===== src/utu_pkg.sv =====
// ----------------------------------------------------------------------------
// UTF-8 to UTF-16 transcoder package
// Shared widths, code constants and the decode result type.
// ----------------------------------------------------------------------------
`default_nettype none

package utu_pkg;

   localparam int unsigned BYTE_W = 8;
   localparam int unsigned UNIT_W = 16;
   localparam int unsigned CP_W = 21;
   localparam int unsigned CONT_W = 2;
   localparam int unsigned MAX_UNITS = 3;
   localparam int unsigned COUNT_W = 2;

   localparam logic [UNIT_W-1:0] REPLACEMENT_CHAR = 16'hFFFD;
   localparam logic [UNIT_W-1:0] HIGH_SURROGATE_BASE = 16'hD800;
   localparam logic [UNIT_W-1:0] LOW_SURROGATE_BASE = 16'hDC00;
   localparam logic [CP_W-1:0] SUPPLEMENTARY_BASE = 21'h10000;

   typedef logic [UNIT_W-1:0] unit_type;

   typedef struct packed {
      unit_type [MAX_UNITS-1:0] units;
      logic [COUNT_W-1:0] count;
   } dec_type;

endpackage : utu_pkg

`default_nettype wire


===== src/utu_decode.sv =====
// ----------------------------------------------------------------------------
// UTF-8 byte decoder
// Combines one byte with the pending code point state and produces the
// UTF-16 units that this byte releases, along with the next state.
// ----------------------------------------------------------------------------
`default_nettype none

module utu_decode (
   input  wire logic [utu_pkg::BYTE_W-1:0] in_byte,
   input  wire logic [utu_pkg::CONT_W-1:0] cont_left,
   input  wire logic [utu_pkg::CP_W-1:0]   partial,
   output utu_pkg::dec_type                result,
   output logic [utu_pkg::CONT_W-1:0]      cont_left_next,
   output logic [utu_pkg::CP_W-1:0]        partial_next
);

   logic                      is_cont;
   logic [utu_pkg::CP_W-1:0]  cont_bits;
   logic [utu_pkg::CP_W-1:0]  merged;
   logic [utu_pkg::CP_W-1:0]  emit_cp;
   logic                      emit_en;
   logic [utu_pkg::CP_W-1:0]  offset;
   logic                      emit_pair;
   utu_pkg::unit_type         emit_hi;
   utu_pkg::unit_type         emit_lo;
   logic [1:0]                first_count;
   logic                      byte_valid;
   utu_pkg::unit_type         byte_unit;

   assign is_cont = (in_byte[7:6] == 2'b10);

   always_comb begin
      unique case (cont_left)
         2'd1: cont_bits = {15'd0, in_byte[5:0]};
         2'd2: cont_bits = {9'd0, in_byte[5:0], 6'd0};
         2'd3: cont_bits = {3'd0, in_byte[5:0], 12'd0};
         default: cont_bits = '0;
      endcase
   end

   assign merged = partial | cont_bits;

   // Units of the code point being released: a completed one, or a pending
   // one that is cut short by a byte that is not a continuation.
   assign emit_cp = (is_cont) ? merged : partial;
   assign emit_en = (cont_left != '0) && (!is_cont || (cont_left == 2'd1));
   assign emit_pair = (emit_cp >= utu_pkg::SUPPLEMENTARY_BASE);
   assign offset = emit_cp - utu_pkg::SUPPLEMENTARY_BASE;
   assign emit_hi = emit_pair
      ? utu_pkg::HIGH_SURROGATE_BASE + {5'd0, offset[20:10]}
      : emit_cp[15:0];
   assign emit_lo = utu_pkg::LOW_SURROGATE_BASE | {6'd0, offset[9:0]};

   always_comb begin
      if (!emit_en) begin
         first_count = 2'd0;
      end else if (emit_pair) begin
         first_count = 2'd2;
      end else begin
         first_count = 2'd1;
      end
   end

   always_comb begin
      byte_valid = 1'b0;
      byte_unit = utu_pkg::REPLACEMENT_CHAR;
      cont_left_next = '0;
      partial_next = '0;
      if ((cont_left != '0) && is_cont) begin
         cont_left_next = cont_left - 2'd1;
         partial_next = (cont_left == 2'd1) ? '0 : merged;
      end else begin
         priority if (in_byte == '0) begin
            byte_valid = 1'b0;
         end else if (in_byte[7] == 1'b0) begin
            byte_valid = 1'b1;
            byte_unit = {8'd0, in_byte};
         end else if (in_byte[7:5] == 3'b110) begin
            cont_left_next = 2'd1;
            partial_next = {10'd0, in_byte[4:0], 6'd0};
         end else if (in_byte[7:4] == 4'b1110) begin
            cont_left_next = 2'd2;
            partial_next = {5'd0, in_byte[3:0], 12'd0};
         end else if (in_byte[7:3] == 5'b11110) begin
            cont_left_next = 2'd3;
            partial_next = {in_byte[2:0], 18'd0};
         end else begin
            byte_valid = 1'b1;
            byte_unit = utu_pkg::REPLACEMENT_CHAR;
         end
      end
   end

   always_comb begin
      result.units[0] = (first_count == 2'd0) ? byte_unit : emit_hi;
      result.units[1] = (first_count == 2'd2) ? emit_lo : byte_unit;
      result.units[2] = byte_unit;
      result.count = first_count + {1'b0, byte_valid};
   end

endmodule : utu_decode

`default_nettype wire


===== src/utf8_to_utf16_transcoder.sv =====
// ----------------------------------------------------------------------------
// UTF-8 to UTF-16 transcoder
// UTF-8 bytes enter on the req channel, one per beat. UTF-16 code units
// leave on the rsp channel, one per beat, with rsp_last_unit set on the
// final unit released by a byte. A zero byte ends the string and flushes
// any partial code point; it releases no unit of its own.
// Each accepted byte is decoded in the accepting cycle into a small unit
// buffer of up to three entries, and the buffer feeds an output register.
// The units of a byte pass from the unit buffer through the output register
// to rsp. While rsp_stall is low, a plain text stream of bytes that release
// one unit or none runs at one byte per cycle; a byte that releases more
// units holds req_stall while the buffer drains.
// When the receiver raises rsp_stall, the output register holds its beat,
// and bytes are still accepted until one of them leaves units in the
// buffer; req_stall then rises.
// Reset clears the pending code point, the buffer and the output valid.
// ----------------------------------------------------------------------------
`default_nettype none

module utf8_to_utf16_transcoder (
   input  wire logic                         clock,
   input  wire logic                         reset,
   input  wire logic                         req_valid,
   output logic                              req_stall,
   input  wire logic [utu_pkg::BYTE_W-1:0]   req_in_byte,
   output logic                              rsp_valid,
   input  wire logic                         rsp_stall,
   output logic [utu_pkg::UNIT_W-1:0]        rsp_utf16_unit,
   output logic                              rsp_last_unit
);

   logic [utu_pkg::CONT_W-1:0]   cont_left_ff;
   logic [utu_pkg::CONT_W-1:0]   cont_left_in;
   logic [utu_pkg::CP_W-1:0]     partial_ff;
   logic [utu_pkg::CP_W-1:0]     partial_in;
   utu_pkg::dec_type             dec_result;
   utu_pkg::unit_type [utu_pkg::MAX_UNITS-1:0] units_ff;
   logic [utu_pkg::COUNT_W-1:0]  count_ff;
   logic                         out_valid_ff;
   utu_pkg::unit_type            out_unit_ff;
   logic                         out_last_ff;
   logic                         move;
   logic                         accept;

   utu_decode u_decode (
      .in_byte        (req_in_byte),
      .cont_left      (cont_left_ff),
      .partial        (partial_ff),
      .result         (dec_result),
      .cont_left_next (cont_left_in),
      .partial_next   (partial_in)
   );

   assign move = (count_ff != '0) && (!out_valid_ff || !rsp_stall);
   assign req_stall = !((count_ff == '0) || ((count_ff == 2'd1) && move));
   assign accept = req_valid && !req_stall;

   always_ff @(posedge clock) begin
      if (reset) begin
         cont_left_ff <= '0;
         partial_ff <= '0;
         count_ff <= '0;
      end else if (accept) begin
         cont_left_ff <= cont_left_in;
         partial_ff <= partial_in;
         count_ff <= dec_result.count;
      end else if (move) begin
         count_ff <= count_ff - 2'd1;
      end
   end

   always_ff @(posedge clock) begin
      if (accept) begin
         units_ff <= dec_result.units;
      end else if (move) begin
         units_ff[0] <= units_ff[1];
         units_ff[1] <= units_ff[2];
      end
   end

   always_ff @(posedge clock) begin
      if (reset) begin
         out_valid_ff <= 1'b0;
      end else if (move) begin
         out_valid_ff <= 1'b1;
      end else if (!rsp_stall) begin
         out_valid_ff <= 1'b0;
      end
   end

   always_ff @(posedge clock) begin
      if (move) begin
         out_unit_ff <= units_ff[0];
         out_last_ff <= (count_ff == 2'd1);
      end
   end

   assign rsp_valid = out_valid_ff;
   assign rsp_utf16_unit = out_unit_ff;
   assign rsp_last_unit = out_last_ff;

`ifndef SYNTHESIS
   a_accept_empty: assert property (@(posedge clock) disable iff (reset)
      accept |-> ((count_ff == '0) || ((count_ff == 2'd1) && move)))
      else $error("Byte accepted while the unit buffer still holds units.");

   a_idle_partial: assert property (@(posedge clock) disable iff (reset)
      (cont_left_ff == '0) |-> (partial_ff == '0))
      else $error("Partial code point held with no continuation expected.");

   a_buffer_feeds: assert property (@(posedge clock) disable iff (reset)
      ((count_ff != '0) && !out_valid_ff) |=> out_valid_ff)
      else $error("Buffered unit did not reach the output register.");

   a_last_drains: assert property (@(posedge clock) disable iff (reset)
      (move && (count_ff == 2'd1) && !accept) |=> (count_ff == '0))
      else $error("Unit buffer did not empty after its last unit moved.");
`endif

endmodule : utf8_to_utf16_transcoder

`default_nettype wire

===== config.mk =====
export PLATFORM = sky130hd
export DESIGN_NAME = utf8_to_utf16_transcoder
export DESIGN_NICKNAME = d
export VERILOG_FILES = /design/src/utu_pkg.sv /design/src/utu_decode.sv /design/src/utf8_to_utf16_transcoder.sv
export SDC_FILE = /design/constraint.sdc
export NUM_CORES = 1
export LEC_CHECK = 0
export ABC_AREA = 0
export BUFFER_PORTS_ARGS = -buffer_cell sky130_fd_sc_hd__buf_2
export CORE_MARGIN = 2
export CORE_UTILIZATION = 48
export CTS_BUF_LIST = sky130_fd_sc_hd__clkbuf_2
export DETAILED_ROUTE_END_ITERATION = 16
export GPL_TIMING_DRIVEN = 0
export PLACE_DENSITY = 0.65
export SKIP_CTS_REPAIR_TIMING = 1
export SLEW_MARGIN = 10
export SYNTH_ARGS = -nofsm -noshare
export SYNTH_HDL_FRONTEND = slang
export SYNTH_SLANG_ARGS = --single-unit

===== constraint.sdc =====
create_clock -name clock -period 5.81 [get_ports clock]
set_input_delay 1.162 -clock clock [delete_from_list [all_inputs] [get_ports clock]]
set_output_delay 1.162 -clock clock [all_outputs]
set_load 0.01 [all_outputs]

==> flow_metrics.tcl, run 1 <==
set metrics [dict create \
    synth_area_sq_mm 0.00377 \
    hold_depth 0 \
    portBuffers 27 \
    vias 2808 \
    grt_util_met3 0.0488 \
    drc 0 \
    p_total_mw 1.94 \
    die-area_sq_mm 0.00859 \
    syn_inst 342 \
    n_fill_cell 718 \
    setup_viol 0 \
    clockBufferDepth 2 \
    yosys_register_bits 79 \
    worstMarginPinSlew_ps 675 \
    r2r_start "count_ff[1]$_SDFFE_PP0P_" \
    path_common_cell "buf_2" \
    gr-usage-met1 0.299 \
    cpLargestDelayFamily "buffers and inverters" \
    finalClockSkew_ps 25.9 \
    rsz0062_at_grt "false" \
    setup.worst_path.start "rsp_stall" \
    cp_slowest_cell "a21boi_1" \
    cts.sinks 79 \
    drtAntennaViolNets 0 \
    critPathLaunchType "primary input" \
    avgSynthCellArea_sq_um 11.0 \
    tns_ps 0 \
    cp_data_required_time_ps 4650 \
    r2r_cells 7 \
    synth_edf_count 53 \
    synthToLayoutAreaGrowth_pct 10.2 \
    synth_cell_type_count 56 \
    path_class "primary input to output port" \
    yosysTopAreaCell "edfxtp_1" \
    crit_fanout 3 \
    fin_nets 402 \
    mostFrequentLayoutCells "53 x edfxtp_1, 41 x nor2_1, 36 x buf_2" \
    cts-buffers-inserted 9 \
    maxSlewHeadroom 0.539 \
    initial_core_util 0.491 \
    cts_tree "yes" \
    final_layout_size_suffix_gt1_frac 0.207 \
    clk-insertion-delay-late_ps 560 \
    path_buf_inv 2 \
    grt-ovfl-total 0 \
    ys.flop_type "edfxtp_1" \
    syn-num-nets 363 \
    h-tree-depth 3 \
    p_per_area_mw_per_mm2 467 \
    diodes 0 \
    critPathMaxStageDelay_ps 260 \
    reg2reg_to "units_ff[22]$_DFFE_PP_" \
    wirelength_mm 8.65 \
    final_common_cell "edfxtp_1" \
    ios 31 \
    drv_cap 0 \
    drt-initial-drc-count 239 \
    cp.arrival_ps 1740 \
    report.final.slew_viol_count 0 \
    worstHoldStart "units_ff[8]$_DFFE_PP_" \
    place_congestion 0.940 \
    grt_pass1_vias 2766 \
    hold_viol 0 \
    fin_crit_ps 2900 \
    std_cell_rows 32 \
    grtUsageMet2 0.338 \
    clockRootBuffer "clkbuf_2" \
    yosys_warnings 0 \
    drt-vias-per-instance 5.75 \
    coreArea_sq_mm 0.00769 \
    wire_per_inst_microns 17.7 \
    crit_path_cell_trace "buf_2 -> a21boi_1 -> nor2_1 -> buf_2" \
    die_h_microns 92.7 \
    track_usage 0.217 \
    status "finished, final reports clean" \
    clkTransAtPathRegs_ps 230 \
    r2r_slack_ps 3330 \
    hp-class "register to register" \
    regArea_sq_mm 0.00211 \
    hpwl_mm 6.22 \
    cp-end-kind "output port" \
    antenna_found_initial 0 \
    fmax_mhz 345 \
    leakagePower_nw 1.55 \
    synth_top_area_share 0.422 \
    drtPass1Iterations 5 \
    gr-max-usage-layer "met2" \
    period_share 0.499 \
    grt_max_degree 29 \
    ys_seq_area_frac 0.559 \
    async_reset_ff_frac 0 \
    max-vdd-ir-drop_v 0.000152 \
    grt_pass1_wl_mm 14.1 \
    yosys-top-cells-area "edfxtp_1 42%, dfxtp_1 14%, a21oi_1 4.1%" \
    die_x_microns 92.7 \
    whs_endpoint "rsp_utf16_unit[8]$_DFFE_PP_" \
    multi_input_area_sq_mm 0.00151 \
]
==> worst register-to-register path, delay by kind of cell, from the launching register on <==
family                   cells  cell delay [ps]
AO/OA/AOI/OAI                2              590
AND/OR/NAND/NOR              1              580
flip-flops                   1              400
buffers and inverters        3              400
adder cells (fa/ha/maj)      1              200
==> final cells by class <==
cell class,instances,share of cell area
plain buffers,21,0.0271
clock buffers,9,0.0108
clock inverters,7,0.0147
inverters,11,0.00993
multi-input cells,231,0.364
flip-flops and latches,79,0.508
well taps,102,0.0307
repair buffers,28,0.0352
==> flip-flops by register name, summed over array words and instances (netlist names) <==
name / flops
partial_ff: 21
cont_left_ff: 2
rsp_valid: 1
rsp_last_unit: 1
count_ff: 2
units_ff: 36
rsp_utf16_unit: 16
==> routing by layer <==
layer  wire length, microns  vias up
met2                   4050       92
li1                       -     1350
met5                      0        -
met4                    167        0
met1                   3920     1352
met3                    503       14
==> cells in the mapped netlist (all sizes together) (7+ instances only) <==
master  count
clkbuf      9
dfxtp      26
and2        7
ha          9
a22oi      11
inv        11
o22a       13
nand2      20
o21ai      12
a21o       10
buf        12
nor2       41
edfxtp     53
a21oi      32
==> kinds of logic (layout without fill, tap and decap cells) <==
kind of cell,Yosys count,in the layout,share of synthesized area
fa+ha+maj,9,9,0.0298
compound gates,105,105,0.189
flops,79,79,0.559
buf+inv,32,76,0.0408
simple gates,104,104,0.144
xor+xnor,5,5,0.0116
mux,8,8,0.0249
==> how the worst max path moves through the flow <==
stage                                         to  slack, ps  cells past startpoint
after floorplan            units_ff[0]$_DFFE_PP_       2630                      2
after global routing                   req_stall       2810                      4
after global placement    units_ff[25]$_DFFE_PP_       1980                      3
after detailed placement   units_ff[7]$_DFFE_PP_       2630                      6
final                                  req_stall       2910                      4
after CTS                              req_stall       2900                      4
==> power by group <==
group,switching (mW),internal (mW)
clock,0.222,0.0648
sequential,0.0619,0.900
combinational,0.435,0.260
==> stage by stage <==
step	worst slack, ps	util	hold WS (ps)	instance area, sq um	cells
6_report	2910	0.541	441	4160	488
5_1_grt	2810	0.541	449	4160	488
4_1_cts	2900	0.541	448	4160	488
3_5_place_dp	2630	0.527	405	4050	472
3_3_place_gp	1980	0.525	401	4040	471
2_1_floorplan	2630	-	400	3770	342
Note: power is estimated with default switching activity, not from simulation.
==> inputs of run 2 (changes only) <==
--- a/config.mk
+++ b/config.mk
@@ -12,7 +12,7 @@
 export CTS_BUF_LIST = sky130_fd_sc_hd__clkbuf_2
 export DETAILED_ROUTE_END_ITERATION = 16
 export GPL_TIMING_DRIVEN = 0
-export PLACE_DENSITY = 0.65
+export PLACE_DENSITY = 0.68
 export SKIP_CTS_REPAIR_TIMING = 1
 export SLEW_MARGIN = 10
 export SYNTH_ARGS = -nofsm -noshare
==> constraint.sdc (replaced) <==
create_clock -name clock -period 2.6 [get_ports clock]
set_input_delay 0.52 -clock clock [delete_from_list [all_inputs] [get_ports clock]]
set_output_delay 0.52 -clock clock [all_outputs]
set_load 0.01 [all_outputs]
==> flow_metrics.tcl, run 2 (synthesized netlist as in run 1, its figures left out) <==
set metrics [dict create \
    status "finished, final reports clean" \
    drtAntennaViolNets 0 \
    hold_viol 0 \
    setup_viol 0 \
    path_class "register to register" \
    grt_pass1_vias 2720 \
    antenna_found_initial 0 \
    critPathMaxStageDelay_ps 510 \
    grt-ovfl-total 0 \
    final_area_sq_mm 0.00416 \
    hold_depth 3 \
    initial_core_util 0.491 \
    r2r_cells 8 \
    clockBufferDepth 2 \
    sw_frac_of_total 0.371 \
    clkPwrFrac 0.148 \
    final_common_cell "edfxtp_1" \
    clockRootBuffer "clkbuf_2" \
    rsz0062_at_grt "false" \
    post_dp_cell_area_sq_mm 0.00404 \
    cp.arrival_ps 2840 \
    hp-class "primary input to register" \
    power_frac_seq 0.496 \
    dp_cells 471 \
    wire_per_inst_microns 17.9 \
    fin_hold_ws_ps 248 \
    multi_input_area_sq_mm 0.00152 \
    h-tree-depth 3 \
    track_usage 0.214 \
    grt_pass1_wl_mm 13.8 \
    p_int_mw 2.73 \
    cp-end-kind "register" \
    fin_crit_ps 2420 \
    final_layout_size_suffix_gt1_frac 0.208 \
    place_congestion 0.930 \
    drtPass1Iterations 5 \
    vias 2813 \
    critPathLaunchType "register" \
    clk-insertion-delay-late_ps 540 \
    n_fill_cell 731 \
    drt-initial-drc-count 242 \
    drc 0 \
    pwr-share-comb 0.356 \
    drv_cap 0 \
    cp_data_required_time_ps 3020 \
    worstMarginPinSlew_ps 674 \
    die_x_microns 92.7 \
    diodes 0 \
    report.final.slew_viol_count 0 \
    portBuffers 27 \
    cp_slowest_cell "dfxtp_1" \
    cts_tree "yes" \
    die_h_microns 92.7 \
    period_share 0.931 \
    final_core_util 0.541 \
    coreArea_sq_mm 0.00769 \
    fin_nets 401 \
    p_switching_mw 1.61 \
    drt-vias-per-instance 5.78 \
    stdcell_count 487 \
    cts.sinks 79 \
    max-vdd-ir-drop_v 0.000356 \
    std_cell_rows 32 \
    grt_max_degree 29 \
    die-area_sq_mm 0.00859 \
    finalClockSkew_ps 34.4 \
    mostFrequentLayoutCells "53 x edfxtp_1, 41 x nor2_1, 36 x buf_2" \
    crit_path_cell_trace "inv_1 -> ha_1 -> nand4bb_1 -> o211ai_2 -> and2_4 -> buf_6 -> mux2_4 -> o21ai_1" \
    fmax_mhz 413 \
    wirelength_mm 8.72 \
    leakagePower_nw 1.55 \
    largest_reg_flops 36 \
    hpwl_mm 6.20 \
    ios 31 \
    regArea_sq_mm 0.00211 \
    crit_fanout 10 \
    p_per_area_mw_per_mm2 1040 \
    maxSlewHeadroom 0.539 \
    clkTransAtPathRegs_ps 260 \
    synthToLayoutAreaGrowth_pct 10.2 \
    cts-buffers-inserted 9 \
    largest_register "units_ff" \
]
## run 2: worst max-delay path: cells and delay by family, from the launching register on
kind                     cells  cell delay [ps]
flip-flops                   1              510
AO/OA/AOI/OAI                2              470
AND/OR/NAND/NOR              2              500
adder cells (fa/ha/maj)      1              240
multiplexers                 1              300
buffers and inverters        2              280
## run 2: layout make-up
type                            instances  share of cell area
Tap cell                              102              0.0307
Inverter                               11             0.00992
Multi-Input combinational cell        231               0.366
Timing Repair Buffer                   27              0.0325
Sequential cell                        79               0.508
Buffer                                 21              0.0271
Clock inverter                          7              0.0150
Clock buffer                            9              0.0108
## run 2: worst paths after layout
| check | slack [ps] | startpoint | end |
|---|---|---|---|
| max | 180 | cont_left_ff[1]$_SDFFE_PP0P_ | units_ff[21]$_DFFE_PP_ |
| min | 250 | rsp_stall | rsp_valid$_SDFFE_PP0P_ |
| max reg2reg | 180 | cont_left_ff[1]$_SDFFE_PP0P_ | units_ff[21]$_DFFE_PP_ |
| min reg2reg | 460 | units_ff[6]$_DFFE_PP_ | rsp_utf16_unit[6]$_DFFE_PP_ |
## run 2: power groups by stage
stage | combinational, mW | sequential (mW) | clock, mW
floorplan | 0.992 | 2.24 | 0
global placement | 1.51 | 2.16 | 0
detailed placement | 1.53 | 2.20 | 0
CTS | 1.55 | 2.16 | 0.652
global route | 1.69 | 2.20 | 0.694
finish | 1.55 | 2.16 | 0.642
## run 2: metrics by stage
stage	setup WS (ps)	power (mW)	setup TNS, ps
2_1_floorplan	421	3.23	0
3_3_place_gp	37.1	3.67	0
3_5_place_dp	-87.8	3.73	-2440
4_1_cts	-126	4.36	-2960
5_1_grt	3.88	4.59	0
6_report	180	4.34	0
## run 2: layer usage
metal | global-route usage | routed length, microns | vias up | part of all wire
li1 | - | - | 1344 | -
met1 | 0.297 | 3960 | 1334 | 0.45
met2 | 0.332 | 3960 | 113 | 0.45
met3 | 0.0358 | 542 | 22 | 0.062
met4 | 0.0993 | 249 | 0 | 0.029
met5 | 0 | 0 | - | 0
